`src/rtl/core/host_power_supervisor_defines.svh`:
```
// Assertion macros shared by the supervisor RTL.
// Every macro samples on the rising edge of clk and is held off while arst_n is low.
`ifndef HOST_POWER_SUPERVISOR_DEFINES_SVH
`define HOST_POWER_SUPERVISOR_DEFINES_SVH

// A property that must hold at every clock edge.
`define HPS_ASSERT(label, prop, msg) \
	label: assert property (@(posedge clk) disable iff (!arst_n) (prop)) else $error(msg);

// A consequence that must hold in the same cycle as its trigger.
`define HPS_ASSERT_IMP(label, trig, cons, msg) \
	label: assert property (@(posedge clk) disable iff (!arst_n) (trig) |-> (cons)) \
		else $error(msg);

`endif

```
`src/rtl/core/hps_pkg.sv`:
```
`timescale 1ns / 1ps

package hps_pkg;

	// Item kinds as decoded by the front end
	typedef enum logic [1:0] {
		KIND_TICK = 2'd0,
		KIND_BYTE = 2'd1,
		KIND_WAKE = 2'd2,
		KIND_NONE = 2'd3
	} kind_t;

	// One decoded item on its way to the back end
	typedef struct packed {
		kind_t      kind;
		logic [7:0] bus_byte;
	} cmd_t;

	// Supervisor phase, one-hot
	typedef enum logic [3:0] {
		PH_RUN   = 4'b0001,
		PH_DOWN  = 4'b0010,
		PH_OFF   = 4'b0100,
		PH_SLEEP = 4'b1000
	} phase_t;

	// Phase codes as reported in the result word
	localparam logic [1:0] PCODE_RUN   = 2'd0;
	localparam logic [1:0] PCODE_DOWN  = 2'd1;
	localparam logic [1:0] PCODE_OFF   = 2'd2;
	localparam logic [1:0] PCODE_SLEEP = 2'd3;

	// Raw opcodes on the input channel
	localparam logic [1:0] OP_TICK = 2'd0;
	localparam logic [1:0] OP_BYTE = 2'd1;
	localparam logic [1:0] OP_WAKE = 2'd2;

	// Command types carried by the first byte of a pair
	localparam logic [7:0] CMD_DELAY = 8'd0;
	localparam logic [7:0] CMD_BOOT  = 8'd1;

	// Configuration register indexes
	localparam logic [1:0] REG_BOOT_TIMEOUT = 2'd0;
	localparam logic [1:0] REG_CYCLE_OFF    = 2'd1;
	localparam logic [1:0] REG_TICKS_PER_S  = 2'd2;

	// Configuration reset values
	localparam logic [11:0] RST_BOOT_TIMEOUT = 12'd1200;
	localparam logic [11:0] RST_CYCLE_OFF    = 12'd100;
	localparam logic [3:0]  RST_TICKS_PER_S  = 4'd5;

	localparam logic [11:0] CNT_MAX = 12'hFFF;

	// Queue between front and back end
	localparam int QUEUE_DEPTH = 2;

	// Result word fields
	typedef struct packed {
		logic       watchdog_fired;
		logic       boot_seen;
		logic [1:0] phase;
		logic       power_enable;
	} status_t;

	// Configuration write bundle
	typedef struct packed {
		logic        we;
		logic [1:0]  index;
		logic [11:0] data;
	} cfg_wr_t;

endpackage

```
`src/rtl/core/hps_front.sv`:
```
`timescale 1ns / 1ps

module hps_front (
	input  logic          clk,
	input  logic          arst_n,
	input  logic          in_valid,
	output logic          in_ready,
	input  logic [1:0]    in_opcode,
	input  logic [7:0]    in_byte,
	output logic          push,
	output hps_pkg::cmd_t push_cmd,
	input  logic          q_full
);

	logic          valid_s1;
	hps_pkg::cmd_t cmd_s1;
	hps_pkg::kind_t kind;

	// Decode the raw opcode into an item kind.
	always_comb begin
		unique case (in_opcode)
			hps_pkg::OP_TICK: kind = hps_pkg::KIND_TICK;
			hps_pkg::OP_BYTE: kind = hps_pkg::KIND_BYTE;
			hps_pkg::OP_WAKE: kind = hps_pkg::KIND_WAKE;
			default:          kind = hps_pkg::KIND_NONE;
		endcase
	end

	// The stage frees up whenever its word moves into the queue.
	assign push     = valid_s1 && !q_full;
	assign push_cmd = cmd_s1;
	assign in_ready = !valid_s1 || !q_full;

	// Valid flag of the decode stage.
	always_ff @(posedge clk or negedge arst_n) begin
		if (!arst_n) begin
			valid_s1 <= 1'b0;
		end else if (in_ready) begin
			valid_s1 <= in_valid;
		end
	end

	// Payload of the decode stage.
	always_ff @(posedge clk) begin
		if (in_ready && in_valid) begin
			cmd_s1.kind     <= kind;
			cmd_s1.bus_byte <= in_byte;
		end
	end

endmodule

```
`src/rtl/core/hps_queue.sv`:
```
`timescale 1ns / 1ps
`include "host_power_supervisor_defines.svh"

module hps_queue (
	input  logic          clk,
	input  logic          arst_n,
	input  logic          push,
	input  hps_pkg::cmd_t push_cmd,
	output logic          full,
	input  logic          pop,
	output logic          empty,
	output hps_pkg::cmd_t head
);

	localparam int PTR_W = $clog2(hps_pkg::QUEUE_DEPTH);
	localparam int CNT_W = $clog2(hps_pkg::QUEUE_DEPTH + 1);

	hps_pkg::cmd_t    mem_q [hps_pkg::QUEUE_DEPTH];
	logic [PTR_W-1:0] wr_ptr_q;
	logic [PTR_W-1:0] rd_ptr_q;
	logic [CNT_W-1:0] cnt_q;

	assign full  = (cnt_q == CNT_W'(hps_pkg::QUEUE_DEPTH));
	assign empty = (cnt_q == '0);
	assign head  = mem_q[rd_ptr_q];

	// Storage for queued words.
	always_ff @(posedge clk) begin
		if (push) begin
			mem_q[wr_ptr_q] <= push_cmd;
		end
	end

	// Pointers and fill count.
	always_ff @(posedge clk or negedge arst_n) begin
		if (!arst_n) begin
			wr_ptr_q <= '0;
			rd_ptr_q <= '0;
			cnt_q    <= '0;
		end else begin
			if (push) begin
				wr_ptr_q <= (wr_ptr_q == PTR_W'(hps_pkg::QUEUE_DEPTH - 1)) ? '0
					: wr_ptr_q + PTR_W'(1);
			end
			if (pop) begin
				rd_ptr_q <= (rd_ptr_q == PTR_W'(hps_pkg::QUEUE_DEPTH - 1)) ? '0
					: rd_ptr_q + PTR_W'(1);
			end
			if (push && !pop) begin
				cnt_q <= cnt_q + CNT_W'(1);
			end else if (pop && !push) begin
				cnt_q <= cnt_q - CNT_W'(1);
			end
		end
	end

	// The fill count never passes the depth, and a word is only taken when present.
	`HPS_ASSERT(a_q_cnt, cnt_q <= CNT_W'(hps_pkg::QUEUE_DEPTH), "queue count over depth")
	`HPS_ASSERT_IMP(a_q_pop, pop, !empty, "pop from empty queue")

endmodule

```
`src/rtl/core/hps_back.sv`:
```
`timescale 1ns / 1ps
`include "host_power_supervisor_defines.svh"

module hps_back (
	input  logic             clk,
	input  logic             arst_n,
	input  hps_pkg::cfg_wr_t cfg,
	input  logic             q_empty,
	input  hps_pkg::cmd_t    head,
	output logic             pop,
	output logic             out_valid,
	input  logic             out_ready,
	output hps_pkg::status_t out_status
);

	// Configuration registers
	logic [11:0] boot_timeout_q;
	logic [11:0] cycle_off_q;
	logic [3:0]  tps_q;

	// Supervisor state
	hps_pkg::phase_t phase_q, phase_d;
	logic        boot_q, boot_d;
	logic [11:0] unbooted_q, unbooted_d;
	logic [7:0]  pending_q, pending_d;
	logic [11:0] timer_q, timer_d;
	logic        second_q, second_d;
	logic [7:0]  held_q, held_d;
	logic        fired;
	logic [11:0] delay_ticks;
	logic [1:0]  pcode;

	// Result register
	logic             out_valid_q;
	hps_pkg::status_t out_q;

	assign pop        = !q_empty && (!out_valid_q || out_ready);
	assign out_valid  = out_valid_q;
	assign out_status = out_q;

	// Shutdown delay in ticks; at most 255 * 15, so it fits twelve bits.
	assign delay_ticks = 12'(pending_q) * 12'(tps_q);

	// Configuration writes.
	always_ff @(posedge clk or negedge arst_n) begin
		if (!arst_n) begin
			boot_timeout_q <= hps_pkg::RST_BOOT_TIMEOUT;
			cycle_off_q    <= hps_pkg::RST_CYCLE_OFF;
			tps_q          <= hps_pkg::RST_TICKS_PER_S;
		end else if (cfg.we) begin
			unique case (cfg.index)
				hps_pkg::REG_BOOT_TIMEOUT: boot_timeout_q <= cfg.data;
				hps_pkg::REG_CYCLE_OFF:    cycle_off_q    <= cfg.data;
				hps_pkg::REG_TICKS_PER_S:  tps_q          <= cfg.data[3:0];
				default: ;
			endcase
		end
	end

	// Next state for the item at the head of the queue.
	always_comb begin
		phase_d    = phase_q;
		boot_d     = boot_q;
		unbooted_d = unbooted_q;
		pending_d  = pending_q;
		timer_d    = timer_q;
		second_d   = second_q;
		held_d     = held_q;
		fired      = 1'b0;
		unique case (head.kind)
			hps_pkg::KIND_TICK: begin
				unique case (phase_q) inside
					hps_pkg::PH_RUN: begin
						if (!boot_q && (unbooted_q > boot_timeout_q
							|| unbooted_q == hps_pkg::CNT_MAX)) begin
							phase_d = hps_pkg::PH_OFF;
							timer_d = cycle_off_q;
							fired   = 1'b1;
						end else if (pending_q != '0) begin
							if (delay_ticks == '0) begin
								pending_d = '0;
								timer_d   = '0;
								phase_d   = hps_pkg::PH_SLEEP;
							end else begin
								timer_d = delay_ticks;
								phase_d = hps_pkg::PH_DOWN;
							end
						end else if (!boot_q && unbooted_q != hps_pkg::CNT_MAX) begin
							unbooted_d = unbooted_q + 12'd1;
						end
					end
					hps_pkg::PH_DOWN, hps_pkg::PH_OFF: begin
						if (timer_q <= 12'd1) begin
							timer_d   = '0;
							pending_d = '0;
							if (phase_q == hps_pkg::PH_DOWN) begin
								phase_d = hps_pkg::PH_SLEEP;
							end else begin
								// The tick that ends the forced cycle counts as unbooted.
								phase_d    = hps_pkg::PH_RUN;
								boot_d     = 1'b0;
								unbooted_d = 12'd1;
							end
						end else begin
							timer_d = timer_q - 12'd1;
						end
					end
					default: ;
				endcase
			end
			hps_pkg::KIND_BYTE: begin
				// Bytes are dropped while asleep and pairing stays put.
				if (phase_q != hps_pkg::PH_SLEEP) begin
					if (!second_q) begin
						held_d   = head.bus_byte;
						second_d = 1'b1;
					end else begin
						second_d = 1'b0;
						if (held_q == hps_pkg::CMD_DELAY) begin
							pending_d = head.bus_byte;
						end else if (held_q == hps_pkg::CMD_BOOT) begin
							boot_d = 1'b1;
						end
					end
				end
			end
			hps_pkg::KIND_WAKE: begin
				if (phase_q == hps_pkg::PH_SLEEP) begin
					phase_d    = hps_pkg::PH_RUN;
					boot_d     = 1'b0;
					unbooted_d = 12'd1;
				end
			end
			default: ;
		endcase
	end

	// Reported code of the new phase.
	always_comb begin
		unique case (phase_d)
			hps_pkg::PH_RUN:   pcode = hps_pkg::PCODE_RUN;
			hps_pkg::PH_DOWN:  pcode = hps_pkg::PCODE_DOWN;
			hps_pkg::PH_OFF:   pcode = hps_pkg::PCODE_OFF;
			default:           pcode = hps_pkg::PCODE_SLEEP;
		endcase
	end

	// Supervisor state update, one item per cycle while an item waits and the result register is free.
	always_ff @(posedge clk or negedge arst_n) begin
		if (!arst_n) begin
			phase_q    <= hps_pkg::PH_RUN;
			boot_q     <= 1'b0;
			unbooted_q <= '0;
			pending_q  <= '0;
			timer_q    <= '0;
			second_q   <= 1'b0;
			held_q     <= '0;
		end else if (pop) begin
			phase_q    <= phase_d;
			boot_q     <= boot_d;
			unbooted_q <= unbooted_d;
			pending_q  <= pending_d;
			timer_q    <= timer_d;
			second_q   <= second_d;
			held_q     <= held_d;
		end
	end

	// Result register valid flag.
	always_ff @(posedge clk or negedge arst_n) begin
		if (!arst_n) begin
			out_valid_q <= 1'b0;
		end else if (!out_valid_q || out_ready) begin
			out_valid_q <= pop;
		end
	end

	// Result register payload.
	always_ff @(posedge clk) begin
		if (pop) begin
			out_q.power_enable   <= (pcode == hps_pkg::PCODE_RUN)
				|| (pcode == hps_pkg::PCODE_DOWN);
			out_q.phase          <= pcode;
			out_q.boot_seen      <= boot_d;
			out_q.watchdog_fired <= fired;
		end
	end

	// A fired watchdog always reports the forced-off phase with power cut.
	`HPS_ASSERT_IMP(a_fire_off, out_valid_q && out_q.watchdog_fired,
		out_q.phase == hps_pkg::PCODE_OFF && !out_q.power_enable, "watchdog without cut")
	// The phase timer only holds a count during countdown or forced off.
	`HPS_ASSERT_IMP(a_timer_idle, phase_q == hps_pkg::PH_RUN || phase_q == hps_pkg::PH_SLEEP,
		timer_q == '0, "phase timer left running")

endmodule

```
`src/rtl/core/host_power_supervisor.sv`:
```
`timescale 1ns / 1ps
// Host power supervisor.
// Input channel s_*: one word per event. s_tuser carries the opcode (tick, bus
// byte, alarm wake edge), s_tdata the received bus byte. Bus bytes pair into
// commands: a type byte then a data byte (delay in seconds, or boot seen).
// Output channel m_*: one status word for every input word, in order.
// Configuration: cfg_we, cfg_index and cfg_data write the boot timeout, the
// forced-off length and the ticks per second; write only while the block idles.
// Path: an accepted word passes through the decode stage, the queue and the
// result register, in that order, before its status word is offered.
// Throughput: one word per cycle while m_tready stays high; the state update in
// the back end handles one item per cycle, with a two-word queue between decoder and back end.
// Reset: arst_n clears all state; the host is powered, unbooted, with the
// configuration at its defaults (1200, 100, 5 ticks).
// Stalls: while m_tready is low the status word holds, the queue fills and
// then s_tready drops; no word is lost or repeated.
module host_power_supervisor (
	input  logic        clk,
	input  logic        arst_n,
	input  logic        s_tvalid,
	output logic        s_tready,
	input  logic [7:0]  s_tdata,   // [7:0] bus_byte
	input  logic [1:0]  s_tuser,   // [1:0] opcode
	output logic        m_tvalid,
	input  logic        m_tready,
	output logic [7:0]  m_tdata,   // [0] power_enable, [2:1] phase, [3] boot_seen,
	                               // [4] watchdog_fired, [7:5] zero
	input  logic        cfg_we,
	input  logic [1:0]  cfg_index,
	input  logic [11:0] cfg_data
);

	logic             push;
	hps_pkg::cmd_t    push_cmd;
	logic             q_full;
	logic             q_empty;
	hps_pkg::cmd_t    head;
	logic             pop;
	hps_pkg::status_t status;
	hps_pkg::cfg_wr_t cfg;

	assign cfg.we    = cfg_we;
	assign cfg.index = cfg_index;
	assign cfg.data  = cfg_data;

	// Decode stage
	hps_front u_front (
		.clk       (clk),
		.arst_n    (arst_n),
		.in_valid  (s_tvalid),
		.in_ready  (s_tready),
		.in_opcode (s_tuser),
		.in_byte   (s_tdata),
		.push      (push),
		.push_cmd  (push_cmd),
		.q_full    (q_full)
	);

	// Queue between decode and execution
	hps_queue u_queue (
		.clk      (clk),
		.arst_n   (arst_n),
		.push     (push),
		.push_cmd (push_cmd),
		.full     (q_full),
		.pop      (pop),
		.empty    (q_empty),
		.head     (head)
	);

	// Supervisor state and result register
	hps_back u_back (
		.clk        (clk),
		.arst_n     (arst_n),
		.cfg        (cfg),
		.q_empty    (q_empty),
		.head       (head),
		.pop        (pop),
		.out_valid  (m_tvalid),
		.out_ready  (m_tready),
		.out_status (status)
	);

	// Pack the status word, power_enable in the lowest bit and zero padding on top.
	assign m_tdata = {3'b000, status.watchdog_fired, status.boot_seen, status.phase,
		status.power_enable};

endmodule

```
`config.mk`:
```
export PLATFORM = sky130hd
export DESIGN_NAME = host_power_supervisor
export DESIGN_NICKNAME = d
export VERILOG_FILES = /design/src/rtl/core/hps_pkg.sv /design/src/rtl/core/hps_front.sv /design/src/rtl/core/hps_queue.sv /design/src/rtl/core/hps_back.sv /design/src/rtl/core/host_power_supervisor.sv
export VERILOG_INCLUDE_DIRS = /design/src /design/src/rtl/core
export SDC_FILE = /design/constraint.sdc
export NUM_CORES = 1
export LEC_CHECK = 0
export BUFFER_PORTS_ARGS = -buffer_cell sky130_fd_sc_hd__buf_2
export CAP_MARGIN = 30
export CORE_MARGIN = 1
export CORE_UTILIZATION = 25
export DETAILED_ROUTE_END_ITERATION = 8
export GPL_ROUTABILITY_DRIVEN = 1
export MAX_ROUTING_LAYER = met4
export PLACE_DENSITY = 0.38
export SLEW_MARGIN = 20
export SYNTH_ARGS = -nofsm -noshare
export SYNTH_HDL_FRONTEND = slang
export SYNTH_SLANG_ARGS = --single-unit
```
`constraint.sdc`:
```
create_clock -name clk -period 5.3 [get_ports clk]
set_input_delay 0.265 -clock clk [delete_from_list [all_inputs] [get_ports clk]]
set_output_delay 0.265 -clock clk [all_outputs]
set_load 0.005 [all_outputs]
```
## Word level (Yosys, flattened, before mapping)

Memory sizes are Yosys's and may differ from the RTL's.
Cells that the tools add are included.

| word-level totals | value |
|---|---|
| word-level logic and storage cells | 153 |
| memories kept | 1 |
| bits in writable memories | 20 |
| bits in latches | 0 |
| ROM bits | 0 |
| register bits after elaboration | 95 |
| input port bits | 29 |

| cells by class | value |
|---|---|
| $mul | 1 |
| shift-type cells | 0 |
| muxes and demuxes | 49 |
| magnitude comparators | 2 |
| bitwise logic cells | 1 |
| add/sub/neg operators | 6 |
| div/mod/pow operators | 0 |
| reductions and logical operators | 40 |
| equal/unequal tests | 32 |

Memory list:

| name | words | width | read ports | clocked after memory_dff | write ports | line | text |
|---|---|---|---|---|---|---|---|
| u_queue.mem_q | 2 | 10 | 1 | 0 | 1 | hps_queue.sv:18 | `hps_pkg::cmd_t mem_q [hps_pkg::QUEUE_DEPTH];` |

Operator list:

| cell | number |
|---|---|
| 12-bit two-way mux | 10 |
| 12-bit one-hot mux with 2 select lines | 3 |
| 8-bit two-way mux | 7 |
| 8-bit one-hot mux with 2 select lines | 2 |
| 4-bit two-way mux | 6 |
| 3-bit != test (second input constant) | 7 |
| 4-bit one-hot mux with 2 select lines | 2 |
| 1-bit two-way mux | 14 |
| 12-bit by 1-bit adder with 12-bit output (second input constant) | 1 |
| 12-bit == test (second input constant) | 1 |
| 12-bit greater-than comparator | 1 |
| 12-bit by 1-bit <= comparator with 1-bit output (second input constant) | 1 |
| 12-bit logical NOT | 1 |
| 8-bit by 4-bit multiplier with 12-bit output | 1 |
| 12-bit != test (second input constant) | 1 |
| 2-bit one-hot mux with 3 select lines | 2 |
| 12-bit by 1-bit subtractor with 12-bit output (second input constant) | 1 |
| 2-bit logical NOT | 5 |
| 10-bit AND reduction | 1 |
| 9-bit AND reduction | 1 |
| 2-bit by 1-bit == test with 1-bit output (second input constant) | 4 |
| 2-bit == test (second input constant) | 4 |
| 4-bit by 1-bit == test with 1-bit output (second input constant) | 2 |
| 4-bit by 2-bit == test with 1-bit output (second input constant) | 2 |
| 23 further kinds | 51 |

## Logic depth before layout (Yosys ltp)

| depth | value |
|---|---|
| depth in word-level cells | 11 |
| mapped depth | 14 |

## Modules after synthesis

Synthesis repeated with hierarchy kept, for this count alone.

| second synthesis, totals | value |
|---|---|
| cell total of the unflattened synthesis | 667 |
| area total of the unflattened synthesis | 6841.6 sq um |

By module, submodules not included:

| module | area each (sq um) | instances | cells an instance | seq. area each (sq um) |
|---|---|---|---|---|
| hps_back | 5542.8 | 1 | 599 | 2039.5 |
| hps_queue | 913.4 | 1 | 47 | 700.7 |
| hps_front | 359.1 | 1 | 17 | 325.3 |
| host_power_supervisor | 26.3 | 1 | 4 | 0.0 |

## Worst setup path before layout

OpenSTA, ideal clock, no wires.

| timing path | value |
|---|---|
| path type | register to register |
| start | reg u_back.tps_q[2] |
| end | reg u_back.out_q, in the netlist u_back.out_status[2], data pin |
| cell stages (with the launch flop) | 14 |
| arrival time | 3.639 ns |
| required time | 5.041 ns |
| period minus slack after synthesis | 3.898 ns |
| setup time | 0.259 ns |
| slack | 1.402 ns |
| path through | dfstp_2 clkbuf_1 nand2_1 fa_1 fa_1 inv_1 ha_1 a21o_1 a21oi_1 a21oi_1 o31a_1 o2111ai_1 nand4_1 a211o_1 |

| on the way | value |
|---|---|
| word-level cells in the longest chain between the ends | 9 |
| elaborated cells on any way between the ends | 11 |
| classes of those cells | mul: 1; eq/ne: 3; mux: 6; reduce/logical: 1 |

RTL lines:

| item | line | text |
|---|---|---|
| start, declared | hps_back.sv:19 | `logic [3:0] tps_q;` |
| start signal, assigned | hps_back.sv:49 | `tps_q <= hps_pkg::RST_TICKS_PER_S;` |
| start signal, assigned | hps_back.sv:54 | `hps_pkg::REG_TICKS_PER_S: tps_q <= cfg.data[3:0];` |
| 8-bit by 4-bit multiplier with 12-bit output * | hps_back.sv:42 | `assign delay_ticks = 12'(pending_q) * 12'(tps_q);` |
| 12-bit logical NOT * | hps_back.sv:80 | `if (delay_ticks == '0) begin` |
| 4-bit two-way mux * | hps_back.sv:80 |  |
| 4-bit two-way mux * | hps_back.sv:79 | `end else if (pending_q != '0) begin` |
| 4-bit two-way mux * | hps_back.sv:74 | `if (!boot_q && (unbooted_q > boot_timeout_q` |
| 4-bit one-hot mux with 2 select lines * | hps_back.sv:72 | `unique case (phase_q) inside` |
| 4-bit one-hot mux with 2 select lines * | hps_back.sv:70 | `unique case (head.kind)` |
| 4-bit by 3-bit == test with 1-bit output, or another cell as far along | hps_back.sv:140 | `unique case (phase_d)` |
| 2-bit one-hot mux with 3 select lines * | hps_back.sv:140 |  |
| net u_back.pcode[1] | hps_back.sv:31 | `logic [1:0] pcode;` |
| end, declared | hps_back.sv:35 | `hps_pkg::status_t out_q;` |

Mark *: on every way through the listed nets, which the timed path passes. The rest lies on a longest branch.
A chain may end at the register's enable or synchronous reset.

## Worst setup path in the final report

Ends and elaborated chain as after synthesis.

==> results.cfg <==
[outcome]
status = complete, no violations

[critical_path]
max_stage_delay_ns = 0.61
worstPathMaxFanout = 9
critPathArrivalTime_ns = 4.43
reg2reg_from = u_back.tps_q[2]
crit_start = u_back.tps_q[2]
endpoint = u_back.out_status[2]
worst_setup_path_end_kind = flip-flop
r2r-end = u_back.out_status[2]
critPathSlowestCell = dfstp_2
required_ns = 5.47
r2r_cells = 12
rrSetupSlack_ns = 1.04
path_cells = nand2_1 > fa_1 > fa_1 > inv_1 > ha_1 > a21o_1 > a21oi_1 > a21oi_1 > o31a_1 > o2111ai_1 > nand4_1 > a211o_1
path_class = flip-flop to flip-flop
critPathLaunchType = flip-flop

[yosys]
synth.cell_area_um2 = 6820
synthFlopType = dfrtp_1
syn_area_per_cell_um2 = 10.0
synthMuxAreaShare_pct = 7.34
synth_top_family_by_area = simple AND/OR/NAND/NOR gates
yosys_warnings = 0
synth_seq_cells = 115
synth-edff-count = 35
synth.distinct_cells = 70
synthCells = 679
synth-compound-area-share_pct = 15.3
synth-xor-area-share_pct = 1.80
synth-adder-area-share_pct = 9.39
synth_simple_gate_area_share_pct = 16.9
async_flop_share_pct = 69.6
ys_seq_area_share_pct = 45.0

[finish]
final_common_cell = nand2_1
fillers = 2794
final_cell_mix = 72 x nand2_1, 70 x dfrtp_1, 53 x nor2_1, 40 x inv_1, 37 x buf_2
diodes = 0
finalNetCount = 787
area_growth_pct = 17.3
drive_above_1_share_pct = 17.5
ff_latch_area_um2 = 3070
multiInputGateArea_um2 = 3480

[floorplan]
num_io_pins = 39
core_area_um2 = 26900
initial_core_util_pct = 25.4
die_area_um2 = 27900
die_w_um = 167
rows = 60
die_h_um = 167

[routing]
routedWlPerCell_um = 16.3
drc = 0
drtIter0Drc = 343
firstDrtPassIters = 4
via_count = 5050
vias_per_cell = 4.73
antenna_left = 0
drt_wl_total_um = 17400

[sta]
hold_viol = 0
fmax_ghz = 0.235
fin_hold_ws_ns = 0.0233
worstMarginPinSlew_ns = 0.859
rsz0062_at_grt = false
finalSetupViolCount = 0
maxSlewHeadroom_pct = 42.0
fin_tns_setup_ns = 0
fin_crit_sh_pct = 80.4
skew_ns = 0.0171
min_period_ns = 4.26
drv_slew = 0

[place]
dp_hpwl_um = 12900
place_congestion = 0.894
port_buffers = 35

[clocking]
htree_levels = 4
path_clk_slew_ns = 0.07
cts_max_path_buffers = 2
clkSinkCount = 115
clkLatencyLatePin_ns = 0.42
cts_tree = yes
cts_root_buf = clkbuf_16
cts_resized = 0
numCtsBuffers = 17

[power]
p_leak_nw = 3.30
max-vdd-ir-drop_v = 0.000204
power_density_nw_per_um2 = 547

[min_path]
hold_path.class = input pin to flip-flop

[global_route]
grt_start_max_net_pins = 72
grt_util_all_layers_pct = 13.7
grt_pass1_wl_um = 28700
grt.overflow.total = 0
grt_pass1_vias = 5210
antenna_found_initial = 0

[job]
max_cap_violations = 0
[area by class of cell]
cell class              count  share of cell area, %
clock buffers              17                   5.32
clock inverters            15                   1.96
inverters                  40                   1.88
multi-input cells         492                   43.5
flip-flops and latches    115                   38.3
well taps                 341                   5.33
repair buffers             48                   3.69
[registers in the layout (all words and copies together), names as in the netlist, 2 cells and up]
name and cells:
u_queue.cnt_q 2, u_back.pending_q 8, u_back.timer_q 12, u_back.unbooted_q 12, u_back.held_q 8, u_front.push_cmd 10
u_back.tps_q 4, u_back.out_status 5, u_back.boot_timeout_q 12, u_back.phase_q 4, u_queue.mem_q 20, u_back.cycle_off_q 12
[worst min path at each step]
stage / end / slack (ns) / cells after the start / start
final: u_front.push_cmd[5] / 0.02 / 1 / s_tdata[5]
after global routing: u_front.push_cmd[5] / 0.007 / 1 / s_tdata[5]
after floorplan: u_back.boot_q / -0.03 / 0 / arst_n
after CTS: u_front.push_cmd[3] / 0.0002 / 1 / s_tdata[3]
after global placement: u_back.timer_q[7] / 0.11 / 1 / arst_n
after detailed placement: u_back.timer_q[8] / 0.11 / 1 / arst_n
[Yosys cell counts (13+ instances only)]
| cell | count | share of area [%] |
|---|---|---|
| and2_1 | 14 | 1.3 |
| edfxtp_1 | 35 | 15 |
| inv_1 | 40 | 2.2 |
| nor2_1 | 53 | 2.9 |
| o21ai_1 | 16 | 1.2 |
| nand2b_1 | 13 | 1.2 |
| clkbuf_1 | 25 | 1.4 |
| dfrtp_1 | 70 | 26 |
| nand2_1 | 72 | 4.0 |
| mux2_2 | 21 | 3.5 |
| ha_1 | 32 | 5.9 |
| mux2i_1 | 25 | 3.7 |
| o21ai_0 | 36 | 2.6 |
| a21oi_1 | 35 | 2.6 |
[per-layer routing]
metal	wire (um)	share of wire [%]	track usage, %	vias to the layer above
li1	-	-	-	2511
met1	8270	48	18.0	2421
met2	8090	46	21.1	100
met3	755	4.3	2.60	18
met4	287	1.6	4.43	0
met5	0	0	-	-
[power breakdown]
group	internal (W)	switching [W]	total, W
Sequential	0.00122	0.000274	0.00149
Clock	0.000629	0.000511	0.00114
Combinational	0.000693	0.00105	0.00174
[timing repair]
action / 4_1_cts / 5_1_grt
buffers inserted: 0 / 0
hold buffers: 3 / 1
endpoints found under the hold margin: 11 / 1
setup endpoints to repair: 0 / 0
[stage by stage]
step / setup slack, ns / instance area, um^2 / total power [W] / util (%) / cells
floorplan: 1.40 / 6830 / 0.00273 / - / 681
global placement: 0.979 / 7330 / 0.00324 / 27.3 / 1027
detailed placement: 1.01 / 7340 / 0.00326 / 27.3 / 1030
CTS: 1.00 / 7960 / 0.00443 / 29.6 / 1065
global route: 0.762 / 8000 / 0.00475 / 29.8 / 1068
finish: 1.04 / 8000 / 0.00438 / 29.8 / 1068
[kinds of logic (layout without fill, tap and decap cells)]
family                     Yosys count  in the layout
adders and majority gates           44             44
xor gates and xnor gates            14             14
AOI/OAI and AO/OA                  154            154
buffers and inverters               74            120
muxes                               47             47
DFF                                115            115
other                                1              3
and+or+nand+nor                    230            230
[worst max-delay path, delay by kind of cell, from the launching register on]
| family | cells | cell delay [ns] |
|---|---|---|
| flops | 1 | 0.61 |
| simple gates | 2 | 0.37 |
| buf+inv | 1 | 0.04 |
| compound gates | 6 | 1.60 |
| fa+ha+maj | 3 | 1.38 |
Power figures use the tool's default switching activity.
